==> config.mk <==
export PLATFORM = sky130hd
export DESIGN_NAME = tof_zone_to_xyz
export DESIGN_NICKNAME = d
export VERILOG_FILES = /design/src/hdl/tzx_pkg.sv /design/src/hdl/tzx_decode.sv /design/src/hdl/tzx_scale.sv /design/src/hdl/tzx_rotate.sv /design/src/hdl/tof_zone_to_xyz.sv
export VERILOG_INCLUDE_DIRS = /design/src /design/src/hdl
export SDC_FILE = /design/constraint.sdc
export NUM_CORES = 1
export LEC_CHECK = 0
export ABC_AREA = 1
export BUFFER_PORTS_ARGS = -buffer_cell sky130_fd_sc_hd__clkbuf_2
export CORE_MARGIN = 1.5
export CORE_UTILIZATION = 56
export CTS_BUF_LIST = sky130_fd_sc_hd__clkbuf_4 sky130_fd_sc_hd__clkbuf_8 sky130_fd_sc_hd__clkbuf_16
export DETAILED_ROUTE_END_ITERATION = 6
export GPL_TIMING_DRIVEN = 0
export PLACE_DENSITY = 0.73
export SKIP_LAST_GASP = 1
export SLEW_MARGIN = 30
export SYNTH_ARGS = -nofsm -noshare
export SYNTH_HDL_FRONTEND = slang
export SYNTH_SLANG_ARGS = --single-unit
==> constraint.sdc <==
create_clock -name clk -period 7.76 [get_ports clk]
set_clock_uncertainty 0.15 [all_clocks]
set_input_delay 1.552 -clock clk [delete_from_list [all_inputs] [get_ports clk]]
set_output_delay 1.552 -clock clk [all_outputs]
set_load 0.005 [all_outputs]
==> src/hdl/tof_zone_to_xyz_defines.svh <==
// Assertion macros shared by the tof_zone_to_xyz modules.
// Each macro expects a clock named clk and an active-low reset named rst_n in scope.
`ifndef TOF_ZONE_TO_XYZ_DEFINES_SVH
`define TOF_ZONE_TO_XYZ_DEFINES_SVH

`ifndef SYNTHESIS
`define TZX_ASSERT_IMPLY(lbl, cond, prop, msg) \
  lbl: assert property (@(posedge clk) disable iff (!rst_n) (cond) |-> (prop)) else $error(msg);
`define TZX_ASSERT_NEXT(lbl, cond, prop, msg) \
  lbl: assert property (@(posedge clk) disable iff (!rst_n) (cond) |=> (prop)) else $error(msg);
`else
`define TZX_ASSERT_IMPLY(lbl, cond, prop, msg)
`define TZX_ASSERT_NEXT(lbl, cond, prop, msg)
`endif

`endif

==> src/hdl/tzx_pkg.sv <==
package tzx_pkg;

  localparam int ZONE_COUNT = 64;
  localparam int ROM_DEPTH  = 64;
  localparam int ZONE_W     = 6;
  localparam int DIST_W     = 13;
  localparam int COEF_W     = 16;
  localparam int PROD_W     = DIST_W + COEF_W;
  localparam int FRAC_W     = 14;

  localparam logic [1:0] MNT_FWD   = 2'd0;
  localparam logic [1:0] MNT_LEFT  = 2'd1;
  localparam logic [1:0] MNT_RIGHT = 2'd2;
  localparam logic [1:0] MNT_SPARE = 2'd3;

  localparam logic [7:0] STATUS_OK_A = 8'd5;
  localparam logic [7:0] STATUS_OK_B = 8'd6;
  localparam logic [7:0] STATUS_OK_C = 8'd9;

  // Per-zone coefficients in signed Q2.14.
  localparam logic signed [COEF_W-1:0] COEF_X [ROM_DEPTH] = '{
    -16'sd6961, -16'sd4629, -16'sd2673, -16'sd843, 16'sd843, 16'sd2673, 16'sd4629, 16'sd6961,
    -16'sd6514, -16'sd4217, -16'sd2593, -16'sd867, 16'sd867, 16'sd2593, 16'sd4217, 16'sd6514,
    -16'sd6238, -16'sd4322, -16'sd2590, -16'sd868, 16'sd868, 16'sd2590, 16'sd4322, 16'sd6238,
    -16'sd5903, -16'sd4335, -16'sd2601, -16'sd861, 16'sd861, 16'sd2601, 16'sd4335, 16'sd5903,
    -16'sd5903, -16'sd4335, -16'sd2601, -16'sd861, 16'sd861, 16'sd2601, 16'sd4335, 16'sd5903,
    -16'sd6238, -16'sd4322, -16'sd2590, -16'sd868, 16'sd868, 16'sd2590, 16'sd4322, 16'sd6238,
    -16'sd7345, -16'sd4217, -16'sd2593, -16'sd867, 16'sd867, 16'sd2593, 16'sd4217, 16'sd6514,
    -16'sd6961, -16'sd4629, -16'sd2673, -16'sd843, 16'sd843, 16'sd2673, 16'sd4629, 16'sd6961
  };

  localparam logic signed [COEF_W-1:0] COEF_Y [ROM_DEPTH] = '{
    16'sd6961, 16'sd6514, 16'sd6238, 16'sd5903, 16'sd5903, 16'sd6238, 16'sd6514, 16'sd6961,
    16'sd4629, 16'sd4217, 16'sd4322, 16'sd4335, 16'sd4335, 16'sd4322, 16'sd4217, 16'sd4629,
    16'sd2673, 16'sd2593, 16'sd2590, 16'sd2601, 16'sd2601, 16'sd2590, 16'sd2593, 16'sd2673,
    16'sd843, 16'sd867, 16'sd868, 16'sd861, 16'sd861, 16'sd868, 16'sd867, 16'sd843,
    -16'sd843, -16'sd867, -16'sd868, -16'sd861, -16'sd861, -16'sd868, -16'sd867, -16'sd843,
    -16'sd2673, -16'sd2593, -16'sd2590, -16'sd2601, -16'sd2601, -16'sd2590, -16'sd2593, -16'sd2673,
    -16'sd3148, -16'sd4217, -16'sd4322, -16'sd4335, -16'sd4335, -16'sd4322, -16'sd4217, -16'sd4629,
    -16'sd6961, -16'sd6514, -16'sd6238, -16'sd5903, -16'sd5903, -16'sd6238, -16'sd6514, -16'sd6961
  };

  typedef struct packed {
    logic                     ok;
    logic [1:0]               mount;
    logic signed [DIST_W-1:0] d;
    logic signed [COEF_W-1:0] kx;
    logic signed [COEF_W-1:0] ky;
  } lookup_t;

  typedef struct packed {
    logic                     ok;
    logic [1:0]               mount;
    logic signed [DIST_W-1:0] d;
    logic signed [PROD_W-1:0] px;
    logic signed [PROD_W-1:0] py;
  } prod_t;

  typedef struct packed {
    logic                     ok;
    logic [1:0]               mount;
    logic signed [DIST_W-1:0] d;
    logic signed [DIST_W-1:0] x;
    logic signed [DIST_W-1:0] y;
  } coord_t;

  // Drops the Q2.14 fraction, rounding to nearest with ties away from zero.
  function automatic logic signed [DIST_W-1:0] round_q14(input logic signed [PROD_W-1:0] p);
    logic [PROD_W-1:0] mag;
    logic [PROD_W-1:0] sum;
    logic [DIST_W-1:0] r;
    mag = p[PROD_W-1] ? PROD_W'(-p) : PROD_W'(p);
    sum = mag + PROD_W'(1 << (FRAC_W - 1));
    r   = sum[FRAC_W +: DIST_W];
    return p[PROD_W-1] ? DIST_W'(-$signed(r)) : $signed(r);
  endfunction

endpackage

==> src/hdl/tzx_decode.sv <==
module tzx_decode (
  input  logic                   clk,
  input  logic                   rst_n,
  input  logic                   in_vld,
  output logic                   in_rdy,
  input  logic [31:0]            in_data,
  output logic                   out_vld,
  input  logic                   out_rdy,
  output tzx_pkg::lookup_t       out_data
);

  logic [tzx_pkg::ZONE_W-1:0]         zone;
  logic signed [tzx_pkg::DIST_W-1:0]  dist_mm;
  logic [2:0]                         count;
  logic [7:0]                         status;
  logic [1:0]                         mount;
  logic                               ok;
  logic                               vld_r;
  tzx_pkg::lookup_t                   data_r;
  tzx_pkg::lookup_t                   data_nxt;

  assign zone    = in_data[5:0];
  assign dist_mm = $signed(in_data[18:6]);
  assign count   = in_data[21:19];
  assign status  = in_data[29:22];
  assign mount   = in_data[31:30];

  assign ok = ({1'b0, zone} < (tzx_pkg::ZONE_W + 1)'(tzx_pkg::ZONE_COUNT)) &&
              (count != 3'd0) && !dist_mm[tzx_pkg::DIST_W-1] && (dist_mm != '0) &&
              (status == tzx_pkg::STATUS_OK_A || status == tzx_pkg::STATUS_OK_B ||
               status == tzx_pkg::STATUS_OK_C);

  // An invalid zone carries a zero distance, so everything downstream comes out zero.
  always_comb begin
    data_nxt.ok    = ok;
    data_nxt.mount = mount;
    data_nxt.d     = ok ? dist_mm : '0;
    data_nxt.kx    = tzx_pkg::COEF_X[zone];
    data_nxt.ky    = tzx_pkg::COEF_Y[zone];
  end

  assign in_rdy = !vld_r || out_rdy;

  always_ff @(posedge clk) begin
    if (!rst_n) begin
      vld_r <= 1'b0;
    end else if (in_rdy) begin
      vld_r <= in_vld;
    end
  end

  always_ff @(posedge clk) begin
    if (in_rdy && in_vld) begin
      data_r <= data_nxt;
    end
  end

  assign out_vld  = vld_r;
  assign out_data = data_r;

endmodule

==> src/hdl/tzx_scale.sv <==
module tzx_scale (
  input  logic              clk,
  input  logic              rst_n,
  input  logic              in_vld,
  output logic              in_rdy,
  input  tzx_pkg::lookup_t  in_data,
  output logic              out_vld,
  input  logic              out_rdy,
  output tzx_pkg::coord_t   out_data
);

  logic             prod_vld_r;
  logic             prod_rdy;
  tzx_pkg::prod_t   prod_r;
  tzx_pkg::prod_t   prod_nxt;
  logic             rnd_vld_r;
  tzx_pkg::coord_t  rnd_r;
  tzx_pkg::coord_t  rnd_nxt;

  // Multiply stage.
  always_comb begin
    prod_nxt.ok    = in_data.ok;
    prod_nxt.mount = in_data.mount;
    prod_nxt.d     = in_data.d;
    prod_nxt.px    = tzx_pkg::PROD_W'(in_data.d) * tzx_pkg::PROD_W'(in_data.kx);
    prod_nxt.py    = tzx_pkg::PROD_W'(in_data.d) * tzx_pkg::PROD_W'(in_data.ky);
  end

  // Rounding stage.
  always_comb begin
    rnd_nxt.ok    = prod_r.ok;
    rnd_nxt.mount = prod_r.mount;
    rnd_nxt.d     = prod_r.d;
    rnd_nxt.x     = tzx_pkg::round_q14(prod_r.px);
    rnd_nxt.y     = tzx_pkg::round_q14(prod_r.py);
  end

  assign prod_rdy = !rnd_vld_r || out_rdy;
  assign in_rdy   = !prod_vld_r || prod_rdy;

  always_ff @(posedge clk) begin
    if (!rst_n) begin
      prod_vld_r <= 1'b0;
      rnd_vld_r  <= 1'b0;
    end else begin
      if (in_rdy) begin
        prod_vld_r <= in_vld;
      end
      if (prod_rdy) begin
        rnd_vld_r <= prod_vld_r;
      end
    end
  end

  always_ff @(posedge clk) begin
    if (in_rdy && in_vld) begin
      prod_r <= prod_nxt;
    end
    if (prod_rdy && prod_vld_r) begin
      rnd_r <= rnd_nxt;
    end
  end

  assign out_vld  = rnd_vld_r;
  assign out_data = rnd_r;

endmodule

==> src/hdl/tzx_rotate.sv <==
`include "tof_zone_to_xyz_defines.svh"

module tzx_rotate (
  input  logic                              clk,
  input  logic                              rst_n,
  input  logic                              in_vld,
  output logic                              in_rdy,
  input  tzx_pkg::coord_t                   in_data,
  output logic                              out_vld,
  input  logic                              out_rdy,
  output logic signed [tzx_pkg::DIST_W-1:0] out_x,
  output logic signed [tzx_pkg::DIST_W-1:0] out_y,
  output logic signed [tzx_pkg::DIST_W-1:0] out_z,
  output logic                              out_ok
);

  logic                               vld_r;
  logic                               take;
  logic signed [tzx_pkg::DIST_W-1:0]  x_r;
  logic signed [tzx_pkg::DIST_W-1:0]  y_r;
  logic signed [tzx_pkg::DIST_W-1:0]  z_r;
  logic                               ok_r;
  logic signed [tzx_pkg::DIST_W-1:0]  x_nxt;
  logic signed [tzx_pkg::DIST_W-1:0]  z_nxt;

  // The unused mounting code falls back to the forward orientation.
  always_comb begin
    case (in_data.mount)
      tzx_pkg::MNT_LEFT: begin
        x_nxt = -in_data.d;
        z_nxt = in_data.x;
      end
      tzx_pkg::MNT_RIGHT: begin
        x_nxt = in_data.d;
        z_nxt = -in_data.x;
      end
      default: begin
        x_nxt = in_data.x;
        z_nxt = in_data.d;
      end
    endcase
  end

  assign in_rdy = !vld_r || out_rdy;
  assign take   = in_rdy && in_vld;

  always_ff @(posedge clk) begin
    if (!rst_n) begin
      vld_r <= 1'b0;
    end else if (in_rdy) begin
      vld_r <= in_vld;
    end
  end

  always_ff @(posedge clk) begin
    if (take) begin
      x_r  <= x_nxt;
      y_r  <= in_data.y;
      z_r  <= z_nxt;
      ok_r <= in_data.ok;
    end
  end

  assign out_vld = vld_r;
  assign out_x   = x_r;
  assign out_y   = y_r;
  assign out_z   = z_r;
  assign out_ok  = ok_r;

  `TZX_ASSERT_NEXT(a_left_x_neg, take && in_data.ok && in_data.mount == tzx_pkg::MNT_LEFT, x_r[tzx_pkg::DIST_W-1], "left mounting must give a negative x")
  `TZX_ASSERT_NEXT(a_right_x_pos, take && in_data.ok && in_data.mount == tzx_pkg::MNT_RIGHT, !x_r[tzx_pkg::DIST_W-1] && x_r != '0, "right mounting must give a positive x")
  `TZX_ASSERT_IMPLY(a_invalid_zero, vld_r && !ok_r, x_r == '0 && y_r == '0 && z_r == '0, "invalid zone must give zero coordinates")

endmodule

==> src/hdl/tof_zone_to_xyz.sv <==
// Pipeline: four register stages (lookup, multiply, round, rotate), each registering its
// result in that order on the way from an accepted zone to its output.
// Throughput: one zone per cycle; each stage holds only while the stage after it is full
// and stalled, so bubbles are squeezed out under back-pressure.
// Reset: synchronous, active low; clears the stage valid bits only, the data registers are not reset.
module tof_zone_to_xyz (
  input  logic        clk,
  input  logic        rst_n,
  input  logic        in_tvalid,
  output logic        in_tready,
  input  logic [31:0] in_tdata,   // zone_index, distance, target_count, status_code, mounting
  output logic        out_tvalid,
  input  logic        out_tready,
  output logic [39:0] out_tdata,  // x_mm, y_mm, z_mm, zero pad
  output logic        out_tuser   // zone_valid
);

  logic                               lk_vld;
  logic                               lk_rdy;
  tzx_pkg::lookup_t                   lk_data;
  logic                               sc_vld;
  logic                               sc_rdy;
  tzx_pkg::coord_t                    sc_data;
  logic signed [tzx_pkg::DIST_W-1:0]  x_mm;
  logic signed [tzx_pkg::DIST_W-1:0]  y_mm;
  logic signed [tzx_pkg::DIST_W-1:0]  z_mm;

  tzx_decode u_decode (
    .clk      (clk),
    .rst_n    (rst_n),
    .in_vld   (in_tvalid),
    .in_rdy   (in_tready),
    .in_data  (in_tdata),
    .out_vld  (lk_vld),
    .out_rdy  (lk_rdy),
    .out_data (lk_data)
  );

  tzx_scale u_scale (
    .clk      (clk),
    .rst_n    (rst_n),
    .in_vld   (lk_vld),
    .in_rdy   (lk_rdy),
    .in_data  (lk_data),
    .out_vld  (sc_vld),
    .out_rdy  (sc_rdy),
    .out_data (sc_data)
  );

  tzx_rotate u_rotate (
    .clk     (clk),
    .rst_n   (rst_n),
    .in_vld  (sc_vld),
    .in_rdy  (sc_rdy),
    .in_data (sc_data),
    .out_vld (out_tvalid),
    .out_rdy (out_tready),
    .out_x   (x_mm),
    .out_y   (y_mm),
    .out_z   (z_mm),
    .out_ok  (out_tuser)
  );

  assign out_tdata = {1'b0, z_mm, y_mm, x_mm};

endmodule

* Word-level counts from Yosys, hierarchy flattened *
Memories as Yosys holds them, arrays and structs flattened. A register that Yosys moved wholly into a read port is not among the register bits.
Index checks and enable logic that the tools add are counted.

storage, ports and cells
  flip-flop bits (word level) = 176
  bits in read-only memories = 2048
  input port bits = 36
  output and inout port bits = 43
  logic and storage cells = 65
  memories = 2

memory list
  name             words  width  rd ports  clocked after memory_dff  write ports  line              source
  (no name shown)  64     16     1         1                         0            tzx_decode.sv:38  data_nxt.kx = tzx_pkg::COEF_X[zone];
  (no name shown)  64     16     1         1                         0            tzx_decode.sv:39  data_nxt.ky = tzx_pkg::COEF_Y[zone];

cells by class
  $add $sub $neg = 8
  multiply operators = 2
  eq/ne operators = 5
  mux-type cells = 6
  bitwise logic cells = 1
  reduce and logical (&&, ||, !) cells = 20

operators by type and width
  operator                  number
  $mul A13 B16 Y29          2
  $add A27 B14 Y27 const B  2
  $mux W27                  2
  $neg A27 Y27              2
  $neg A13 Y13              4
  $pmux W13 S2              2
  $mux W13                  2
  $eq A8 B3 Y1 const B      2
  $reduce_bool A13 Y1       1
  $eq A8 B4 Y1 const B      1
  $logic_and A1 B1 Y1       7
  $not A6 Y7                1
  $logic_or A1 B1 Y1        6
  $logic_not A1 Y1          5
  $reduce_bool A3 Y1        1
  $eq A2 B1 Y1 const B      1
  $eq A2 B2 Y1 const B      1

* Depth between registers and ports, before layout *
  depth in word-level cells = 6
  depth in mapped cells = 27
  gate-level depth less buffers = 25

* Modules after synthesis *
Synthesis repeated with hierarchy kept, for this count alone.

unflattened totals
  cell total of the unflattened synthesis = 3175
  area total of the unflattened synthesis = 26858.3 um2

by module, submodules not included
  module           instances  cells an instance  area each (um2)  seq. area each (um2)
  tzx_scale        1          2498               21411.8          3463.3
  tzx_decode       1          405                2997.9           1341.3
  tzx_rotate       1          270                2437.3           1221.2
  tof_zone_to_xyz  1          2                  11.3             0.0

* Worst setup path after synthesis *
Ideal clock, no wire load.

  path kind = register -> register
  from = register u_decode.data_r, in the netlist u_decode.out_data[35]
  to = register u_scale.prod_r[57] in the netlist's numbering (data pin)
  library setup time = 0.262 ns
  arrival = 5.721 ns
  required time = 7.348 ns
  slack = 1.627 ns
  stages on the path, launching flop included = 22
  path buffers = 2
  clock period less this slack = 6.133 ns
  path through = edfxtp_1 > clkbuf_1 > clkbuf_1 > nand2_1 > inv_1 > fa_1 > inv_1 > fa_1 > inv_1 > fa_1 > fa_1 > fa_1 > ha_1 > ha_1 > nand2_1 > nor4_1 > nand2_1 > nand2_1 > a21oi_1 > o21ai_0 > a21oi_1 > xor2_1

RTL lines
  what                    line              source
  from (decl)             tzx_decode.sv:19  tzx_pkg::lookup_t data_r;
  from (signal assigned)  tzx_decode.sv:54  data_r <= data_nxt;
  to (signal assigned)    tzx_scale.sv:57   prod_r <= prod_nxt;
  to (decl)               tzx_scale.sv:14   tzx_pkg::prod_t prod_r;

==> flow_metrics.env <==
export IMPL_status="finished, final reports clean"
export IMPL_cp_start_kind="register"
export IMPL_crit_type="reg -> reg"
export IMPL_relSlewSlack_pct=33.6
export IMPL_final_common_cell="inv_1"
export IMPL_gp_congestion=0.950
export IMPL_htree_levels=1
export IMPL_synthFlopType="edfxtp_1"
export IMPL_comb_power_share_pct=66.4
export IMPL_peakVddDrop_v=0.000303
export IMPL_track_usage_pct=27.6
export IMPL_synth_edff_count=198
export IMPL_syn2layout_area_growth_pct=8.28
export IMPL_start_util_pct=57.0
export IMPL_p_int_mw=4.62
export IMPL_synth_cell_types=53
export IMPL_ys_seq_area_share_pct=23.9
export IMPL_tns_ps=0
export IMPL_die_y_um=215
export IMPL_cts_inserted_buffers=24
export IMPL_dpl_hpwl_um=50900
export IMPL_io_pins=79
export IMPL_cts_tree="done"
export IMPL_syn_area_per_cell_um2=8.50
export IMPL_die_area_um2=46400
export IMPL_grt_pass1_vias=20200
export IMPL_p_leak_nw=14.1
export IMPL_drv_cap=0
export IMPL_final_setup_worst_slack_ps=336
export IMPL_whs_ps=268
export IMPL_rsz0062_at_grt="false"
export IMPL_drtPass1Iterations=6
export IMPL_worst_slew_pin_slew_ps=997
export IMPL_setup_viol_count_final=0
export IMPL_cp_required_ps=7900
export IMPL_power_switching_mw=4.30
export IMPL_first_iter_violations=1301
export IMPL_cts_sinks=202
export IMPL_nets=3637
export IMPL_grt_overflow_total=0
export IMPL_antenna_found_initial=0
export IMPL_seqPwrFrac_pct=20.6
export IMPL_hold_path_class="reg -> reg"
export IMPL_postSynthCellCount=2971
export IMPL_finalCritPeriodShare_pct=95.7
export IMPL_rows=77
export IMPL_async_flop_share_pct=0
export IMPL_grt_pass1_wl_um=102000
export IMPL_clk_latency_ps=530
export IMPL_numPortBuffers=77
export IMPL_drc=0
export IMPL_wl_um=62300
export IMPL_cp_data_arrival_time_ps=7570
export IMPL_path_clk_slew_ps=60
export IMPL_final_area_um2=27300
export IMPL_via_per_inst=5.34
export IMPL_post_route_util_pct=61.7
export IMPL_dp_slack_ps=178
export IMPL_clkPwrFrac_pct=13.0
export IMPL_dpl_instance_area_um2=26500
export IMPL_yosys_warnings=0
export IMPL_drive_above_1_share_pct=7.69
export IMPL_critical_path_max_fanout=10
export IMPL_timing_hold_violations_final=0
export IMPL_grt_max_degree=51
export IMPL_die_x_um=215
export IMPL_pwr_density_cell_nw_per_um2=326
export IMPL_p_sw_share_pct=48.2
export IMPL_max_clock_freq_ghz=0.135
export IMPL_drv_slew=0
export IMPL_final_cell_mix="688 x inv_1, 678 x nand2_1, 360 x fa_1, 198 x edfxtp_1, 179 x nor2_1"
export IMPL_via_count=19700
export IMPL_clockRootBuffer="clkbuf_16"
export IMPL_cts_buffer_depth=3
export IMPL_synth_cell_area_um2=25200
export IMPL_ys_seq_elements=202
export IMPL_nFillCells=3883
export IMPL_fp_coreArea_um2=44300
export IMPL_period_needed_ps=7420
export IMPL_cp_end_kind="register"
export IMPL_routedWlPerCell_um=16.9
export IMPL_route_antenna_remaining_nets=0
[per-layer routing]
metal	wire length, µm	track usage, %	part of all wire (%)
met4	2380	9.79	3.8
met2	30300	48.1	49
met3	4230	3.21	6.8
met5	0	0	0
met1	25500	35.5	41
[registers in the layout, summed over array words and instances (netlist names)]
signal,cells
u_rotate.out_z,13
u_scale.prod_r,72
u_scale.out_vld,1
u_decode.out_data,44
u_scale.out_data,42
u_decode.out_vld,1
u_rotate.out_x,13
u_rotate.out_vld,1
u_scale.prod_vld_r,1
u_rotate.out_ok,1
u_rotate.out_y,13
[worst max-delay path: stages (launching register included)]
cell and delay [ps]:
edfxtp_1 360, clkbuf_1 750, buf_1 630, nand2_1 160
fa_1 470, fa_1 570, inv_1 60, fa_1 470
fa_1 520, fa_1 580, fa_1 430, ha_1 400
nand2_1 120, nor4_1 290, nand2_1 110, nand2_1 140
a21oi_1 130, o21ai_1 350, a21oi_1 140, xor2_1 350
[power by group through the flow]
stage          Clock (mW)  Combinational, mW  Sequential, mW
4_1_cts              1.19               5.89            1.83
3_5_place_dp            0               5.82            1.85
6_report             1.16               5.92            1.84
2_1_floorplan           0               4.49            1.80
3_3_place_gp            0               5.65            1.85
5_1_grt              1.23               6.72            1.86
[synthesized netlist by cell type, types with 4 or more instances]
library cell	count	area share [%]
a21oi_1	95	1.9
a22oi_1	14	0.42
a31oi_1	8	0.20
buf_1	24	0.36
buf_2	7	0.14
clkbuf_1	67	1.0
clkinv_1	4	0.059
dfxtp_1	4	0.32
edfxtp_1	198	24
fa_1	360	29
ha_1	164	8.1
inv_1	690	10
inv_2	6	0.089
nand2_1	678	10
nand2_2	38	0.94
nand2_4	9	0.40
nand3_1	97	1.9
nand3_2	6	0.24
nand3b_1	8	0.24
nand4_1	17	0.42
nor2_1	181	2.7
nor2_2	25	0.62
nor2_4	9	0.40
nor3_1	14	0.28
nor4_1	7	0.17
o211ai_1	16	0.48
o21ai_0	99	2.0
o21bai_1	5	0.15
o221ai_1	4	0.14
o22ai_1	7	0.17
o31ai_1	4	0.12
or2_2	5	0.12
xnor2_1	31	1.1
xor2_1	42	1.5
[metrics by stage]
step           total power, mW  instances
3_3_place_gp              7.50       3641
3_5_place_dp              7.68       3646
5_1_grt                   9.80       3687
2_1_floorplan             6.29       2972
4_1_cts                   8.91       3690
6_report                  8.92       3688
[path summary, 6_finish.rpt]
| check | from | end | slack (ps) | depth (start not counted) |
|---|---|---|---|---|
| worst min-delay path | u_scale.out_data[2] | u_rotate.out_y[2] | 270 | 0 |
| worst min register to register | u_scale.out_data[2] | u_rotate.out_y[2] | 270 | 0 |
| worst max register to register | u_decode.out_data[40] | u_scale.prod_r[57] | 340 | 19 |
| worst max-delay path | u_decode.out_data[40] | u_scale.prod_r[57] | 340 | 19 |
[logic make-up after synthesis]
group | synth area share, %
simple gates | 18.7
buf+inv | 11.9
fa+ha+maj | 36.7
compound gates | 6.12
flops | 23.9
xor+xnor | 2.60
mux | 0.0793
other cells | 0.0149
[layout make-up]
cell class / instances / area (µm²) / area share (%)
well taps: 592 / 741 / 2.71
flip-flops and latches: 202 / 6030 / 22.0
clock buffers: 27 / 641 / 2.34
diodes: 1 / 2.50 / 0.00915
plain buffers: 96 / 374 / 1.37
clock inverters: 17 / 193 / 0.705
multi-input cells: 1971 / 16200 / 59.4
inverters: 700 / 2630 / 9.62
repair buffers: 82 / 503 / 1.84
[repair_timing]
| item | 4_1_cts | 5_1_grt |
|---|---|---|
| endpoints found under the setup margin | 0 | 3 |
| gates resized for setup | 0 | 3 |
| hold buffers | 0 | 0 |
| buffers inserted | 0 | 0 |
(Power assumes the default switching activity.)
